## config.mk

```make
export PLATFORM = sky130hd
export DESIGN_NAME = kcf_queue
export DESIGN_NICKNAME = d
export VERILOG_FILES = /design/src/rtl/kcf_pkg.sv /design/src/rtl/kcf_queue.sv
export SDC_FILE = /design/constraint.sdc
export NUM_CORES = 1
export LEC_CHECK = 0
export ABC_AREA = 1
export BUFFER_PORTS_ARGS = -buffer_cell sky130_fd_sc_hd__buf_2
export CAP_MARGIN = 10
export CORE_ASPECT_RATIO = 0.75
export CORE_UTILIZATION = 40
export CTS_CLUSTER_DIAMETER = 100
export CTS_CLUSTER_SIZE = 28
export DETAILED_ROUTE_END_ITERATION = 6
export GPL_TIMING_DRIVEN = 0
export HOLD_SLACK_MARGIN = 0.05
export PLACE_DENSITY = 0.61
export SETUP_SLACK_MARGIN = 0.3
export SLEW_MARGIN = 30
export SYNTH_ARGS = -nofsm -noshare
export SYNTH_HDL_FRONTEND = slang
export SYNTH_SLANG_ARGS = --single-unit
export TNS_END_PERCENT = 5
```

## constraint.sdc

```tcl
create_clock -name clk -period 6.55 [get_ports clk]
set_clock_uncertainty 0.15 [all_clocks]
set_input_delay 1.31 -clock clk [delete_from_list [all_inputs] [get_ports clk]]
set_output_delay 1.31 -clock clk [all_outputs]
set_load 0.02 [all_outputs]
```

## src/rtl/kcf_pkg.sv

```systemverilog
// Shared types, constants and helpers for the canonical k-mer FracMinHash filter.
package kcf_pkg;

  localparam int K_MAX_DEF = 32;
  localparam int K_W       = 6;
  localparam int WIN_W     = 64;
  localparam int Q_DEPTH   = 2;
  localparam int Q_AW      = (Q_DEPTH > 1) ? $clog2(Q_DEPTH) : 1;
  localparam int Q_CW      = $clog2(Q_DEPTH + 1);

  localparam logic [1:0] REG_WIN_LEN   = 2'd0;
  localparam logic [1:0] REG_THRESHOLD = 2'd1;
  localparam logic [1:0] REG_HASH_SEED = 2'd2;

  localparam logic [K_W-1:0] WIN_LEN_RST   = 6'd31;
  localparam logic [63:0]    THRESHOLD_RST = 64'd18446744073709552;
  localparam logic [63:0]    HASH_SEED_RST = 64'd42;

  localparam logic [63:0] MM_C1 = 64'h87c37b91114253d5;
  localparam logic [63:0] MM_C2 = 64'h4cf5ad432745937f;
  localparam logic [63:0] MM_F1 = 64'hff51afd7ed558ccd;
  localparam logic [63:0] MM_F2 = 64'hc4ceb9fe1a85ec53;
  localparam logic [63:0] MM_N1 = 64'h0000000052dce729;
  localparam logic [63:0] MM_N2 = 64'h0000000038495ab5;

  typedef struct packed {
    logic [WIN_W-1:0] kmer;
    logic [K_W-1:0]   k;
    logic             amb;
  } item_t;

  function automatic logic [7:0] base_letter(input logic [1:0] code);
    logic [7:0] l;
    case (code)
      2'd0:    l = 8'h41;
      2'd1:    l = 8'h43;
      2'd2:    l = 8'h47;
      default: l = 8'h54;
    endcase
    return l;
  endfunction

endpackage

```

## src/rtl/kcf_queue.sv

```systemverilog
// Short request queue between the window front end and the hash engine.
module kcf_queue (
  input  logic                  clk,
  input  logic                  rst_n,
  input  logic                  push,
  input  kcf_pkg::item_t        push_item,
  output logic                  full,
  input  logic                  pop,
  output logic                  empty,
  output kcf_pkg::item_t        head
);

  kcf_pkg::item_t                 mem_r [kcf_pkg::Q_DEPTH];
  logic [kcf_pkg::Q_AW-1:0]       wp_r, wp_nxt, rp_r, rp_nxt;
  logic [kcf_pkg::Q_CW-1:0]       cnt_r, cnt_nxt;
  logic                           do_push, do_pop;

  assign full    = (cnt_r == kcf_pkg::Q_CW'(kcf_pkg::Q_DEPTH));
  assign empty   = (cnt_r == '0);
  assign head    = mem_r[rp_r];
  assign do_push = push && !full;
  assign do_pop  = pop && !empty;

  always_comb begin
    wp_nxt  = wp_r;
    rp_nxt  = rp_r;
    cnt_nxt = cnt_r;
    if (do_push) begin
      wp_nxt = (wp_r == kcf_pkg::Q_AW'(kcf_pkg::Q_DEPTH - 1)) ? '0 : wp_r + 1'b1;
    end
    if (do_pop) begin
      rp_nxt = (rp_r == kcf_pkg::Q_AW'(kcf_pkg::Q_DEPTH - 1)) ? '0 : rp_r + 1'b1;
    end
    if (do_push && !do_pop) begin
      cnt_nxt = cnt_r + 1'b1;
    end else if (!do_push && do_pop) begin
      cnt_nxt = cnt_r - 1'b1;
    end
  end

  always_ff @(posedge clk) begin
    if (!rst_n) begin
      wp_r  <= '0;
      rp_r  <= '0;
      cnt_r <= '0;
    end else begin
      wp_r  <= wp_nxt;
      rp_r  <= rp_nxt;
      cnt_r <= cnt_nxt;
    end
  end

  always_ff @(posedge clk) begin
    if (do_push) begin
      mem_r[wp_r] <= push_item;
    end
  end

endmodule

```

Word-level counts from Yosys, hierarchy flattened

Memories as Yosys holds them, arrays and structs flattened. A register that Yosys moved wholly into a read port is not among the register bits.
Index checks and enable logic that the tools add are counted.

Input bits: 75
Logic and storage cells: 27
Memories kept: 1
Memory bits (writable): 142
Bits in registers: 4
Output and inout bits: 73

Eq/ne operators: 1
Mux-type cells: 8
$add $sub $neg: 4
Reductions and logical operators: 10

Memory list:

| name  | depth | bits a word | rd ports | clocked after memory_dff | write ports | line            | RTL |
|---|---|---|---|---|---|---|---|
| mem_r | 2     | 71          | 1        | 1                        | 1           | kcf_queue.sv:13 | `kcf_pkg::item_t mem_r [kcf_pkg::Q_DEPTH];` |

Operator list:

| operator              | count |
|---|---|
| $mux W1               | 6 |
| $logic_and A1 B1 Y1   | 4 |
| $logic_not A1 Y1      | 4 |
| $mux W2               | 2 |
| $add A1 B1 Y1 const B | 2 |
| $add A2 B1 Y2 const B | 1 |
| $eq A2 B2 Y1 const B  | 1 |
| $logic_not A2 Y1      | 1 |
| $reduce_bool A2 Y1    | 1 |
| $sub A2 B1 Y2 const B | 1 |

Logic depth before layout (Yosys ltp)

Depth after elaboration: 7
Mapped depth: 10
Depth with buffers taken out: 10

Worst setup path after synthesis

OpenSTA, ideal clock, no wires.

Path kind: in2reg
From: input push
To: memory mem_r[0][0] in the netlist's numbering, enable pin
Stages: 2
Buffers on the path: 0
Arrival: 4.342 ns
Data required time: 5.900 ns
Setup slack: 1.558 ns
Library setup time: 0.500 ns
Cell sequence: o21ai_2 -> nor2_1

Word-level cells in the longest chain between the ends: 3

RTL lines:

| item                          | line            | RTL |
|---|---|---|
| start, declared               | kcf_queue.sv:5  | `input logic push,` |
| $logic_and A1 B1 Y1           | kcf_queue.sv:21 | `assign do_push = push && !full;` |
| $mux W1                       | kcf_queue.sv:54 | `if (do_push) begin` |
| $mux W1 (implied by the code) | kcf_queue.sv:55 | `mem_r[wp_r] <= push_item;` |
| end, declared                 | kcf_queue.sv:13 |  |

No other way between the ends.

==> key figures <==
Yosys
  • Syn_area_per_cell: 22.1 sq um
  • Area leader, netlist: edfxtp_1
  • Post-synthesis mux area share: 18.6%
  • Post-Syn Area: 0.00572 sq mm
  • Largest family of logic cells by synthesized area: multiplexers
  • Post-synthesis xor/xnor area fraction: 0%
  • Most frequent cell after synthesis: edfxtp_1
  • Seq cells post-synth: 147
  • EDFF count, synth: 142
  • Commonest cells in the netlist: 142 x edfxtp_1, 70 x mux2_4, 11 x nor2_1
  • Synth top area cells: edfxtp_1 75%, mux2_4 18%, buf_12 2.4%, dfxtp_1 1.7%, nor2_1 0.72%
  • Syn Inst Count: 259
  • Sequential area share after synthesis: 76.3%
  • Post-synth cell types: 15
  • Simple logic cell fraction of the synthesized area: 1.31%
  • Yosys top cell area share: 74.5%
  • Adder-Cell Fraction of Synth Area: 0.219%
  • Compound-Gate Fraction of Synth Area: 0.415%
  • Ys flop type: edfxtp_1
  • Async S/R FF share, synth: 0%
  • Synthesis Warnings: 0
  • Syn Nets: 335

Detailed routing
  • Via-to-Cell Ratio: 4.62
  • DR WL/cell: 16.4 um
  • Residual DRC: 0
  • Initial drt markers: 132
  • Met2 WL: 4850 um
  • DRT Pass-1 Iters: 4
  • Detailed Route WL: 10,100 um
  • Vias: 2,857
  • WL met3: 738 um
  • Antenna-violating nets left: 0
  • Top sig layer: met4
  • WL met1: 4360 um

Final layout
  • # diodes: 0
  • Layout area overhead: 30.2%
  • Fin nets: 507
  • Share of cells above drive strength 1: 59.1%

STA
  • Setup TNS: 0 ns
  • Peak Freq: 328 MHz
  • Slew @ Worst Pin: 0.683 ns
  • Slew HR: 54.4%
  • Final Hold Viols: 0
  • Setup ws final: 3.50 ns
  • Fin. max-slew vios: 0
  • RSZ-0062 raised after global routing: no
  • Tmin final: 3.05 ns
  • Final period utilization: 46.5%
  • Final setup fails: 0

Setup path
  • WP data arrival: 1.59 ns
  • Critical Setup Path Class: reg2out
  • Setup crit start kind: flop
  • Crit path required time: 5.09 ns
  • Crit path cell chain: buf_6 > buf_12 > mux2_4 > buf_2
  • Critical path depth: 4
  • Critical Path Max Stage Delay: 0.32 ns
  • Worst Path Max Fanout: 10
  • Critical path buffers and inverters: 3
  • CP delay by family, top: buffers and inverters
  • Slowest CP cell: dfxtp_1
  • Worst-case reg-to-reg path depth: 4
  • Setup crit end kind: output port

Global route
  • Vias in the first global route: 3,212
  • Gr usage total: 14.7%
  • Largest net degree at the start of global routing: 23
  • Initial antenna violation count: 0
  • First-pass GRT wire length: 16,000 um
  • Grt total ovfl: 0

Power
  • Pleak: 2.97 nW
  • Max VDD drop: 0.264 mV
  • Overall power: 3.07 mW
  • Pwr/cell area: 412 mW/mm^2

Min path
  • WHS Path Cells: 2
  • Worst Hold Class: reg2reg

Clock network
  • H-tree depth: 4
  • CTS tree: yes
  • CTS resizes: 0
  • Reg clk slew, reported paths: 0.06 ns
  • CTS sink cnt: 147
  • Setup repair bufs after CTS: 0
  • Total CTS buffers: 17
  • Root Buffer: clkbuf_16
  • CTS Buffer Depth: 2
  • Skew-Pair Late Insertion Delay: 0.41 ns
  • Hold-fix buffer count after cts: 0

Placed design
  • DP Wirelength: 6860 um
  • Post-Place Setup Slack: 3.57 ns
  • GP Congestion: 0.755
  • Buffers added on ports: 147

Floorplan
  • CORE AREA: 0.0138 sq mm
  • Initial Util: 41.3%
  • Ports: 148
  • Standard-cell rows: 37
  • Die Span X: 140 um
  • Die area: 0.0148 sq mm
  • DIE HEIGHT: 106 um

Status
  • Run status: complete, no violations

Flow run
  • Max Cap Viol: 0
==> power by group <==
part / total, mW / switching (mW) / internal [mW]
clock network: 0.978 / 0.351 / 0.627
logic: 0.865 / 0.458 / 0.406
registers: 1.23 / 0.0370 / 1.19
total: 3.07 / 0.847 / 2.22
==> layout make-up <==
type	count	area (sq um)
flip-flops and latches	147	4360
fillers	1107	6390
inverters	9	33.8
plain buffers	8	151
multi-input cells	95	1190
well taps	175	219
clock inverters	13	166
clock buffers	18	429
repair buffers	153	901
==> through the flow <==
step / hold slack, ns / cell area [sq um] / instances / utilization (%)
6_report: 0.367 / 7450 / 618 / 53.8
5_1_grt: 0.423 / 7450 / 618 / 53.8
4_1_cts: 0.380 / 7450 / 618 / 53.8
3_5_place_dp: 0.352 / 6860 / 587 / 49.5
3_3_place_gp: 0.330 / 6680 / 581 / 48.2
2_1_floorplan: 0.317 / 5720 / 259 / -
==> worst reg2reg max path, cell delays in order, from the launching register on <==
cell	delay, ns
dfxtp_1	0.41
o21ai_2	0.15
nor2_4	0.55
buf_16	0.23
buf_16	0.19
==> layer usage <==
layer	vias up	GRT usage (%)
met5	-	0
met4	0	8.01
met3	17	5.32
met2	112	23.3
met1	1384	17.4
li1	1344	-
==> sequential cells by signal (all words and copies together), names as in the netlist, named ones only <==
signal / cells
cnt_r: 2
mem_r: 142
rp_r: 1
wp_r: 1
==> final timing paths <==
path	endpoint	startpoint	slack (ns)
hold / removal	flop	rp_r	0.37
setup / recovery	head[63]	flop	3.50
setup reg to reg	mem_r[1][6]	cnt_r[0]	4.56
hold reg to reg	flop	rp_r	0.37
==> kinds of logic after synthesis <==
kind of cell,after synthesis
flops,147
compound gates,4
buf+inv,17
simple gates,19
fa+ha+maj,1
mux,71
==> placed cells by master, fill, tap and decap left out <==
| cell | instances |
|---|---|
| edfxtp_1 | 142 |
| clkinv_2 | 4 |
| clkbuf_16 | 17 |
| buf_16 | 6 |
| a21oi_1 | 1 |
| o21ai_0 | 2 |
| dfxtp_1 | 5 |
| nand4_1 | 1 |
| nor2_4 | 2 |
| nor2_1 | 9 |
| buf_2 | 147 |
| clkbuf_1 | 1 |
| buf_6 | 1 |
| clkinv_1 | 3 |
| mux2_4 | 70 |
| bufinv_16 | 4 |
| buf_12 | 7 |
| nand3_1 | 1 |
| inv_1 | 9 |
| nand2_1 | 6 |
| clkinvlp_4 | 2 |
| ha_1 | 1 |
| mux2_2 | 1 |
| o21ai_2 | 1 |
Power figures use the tool's default switching activity.
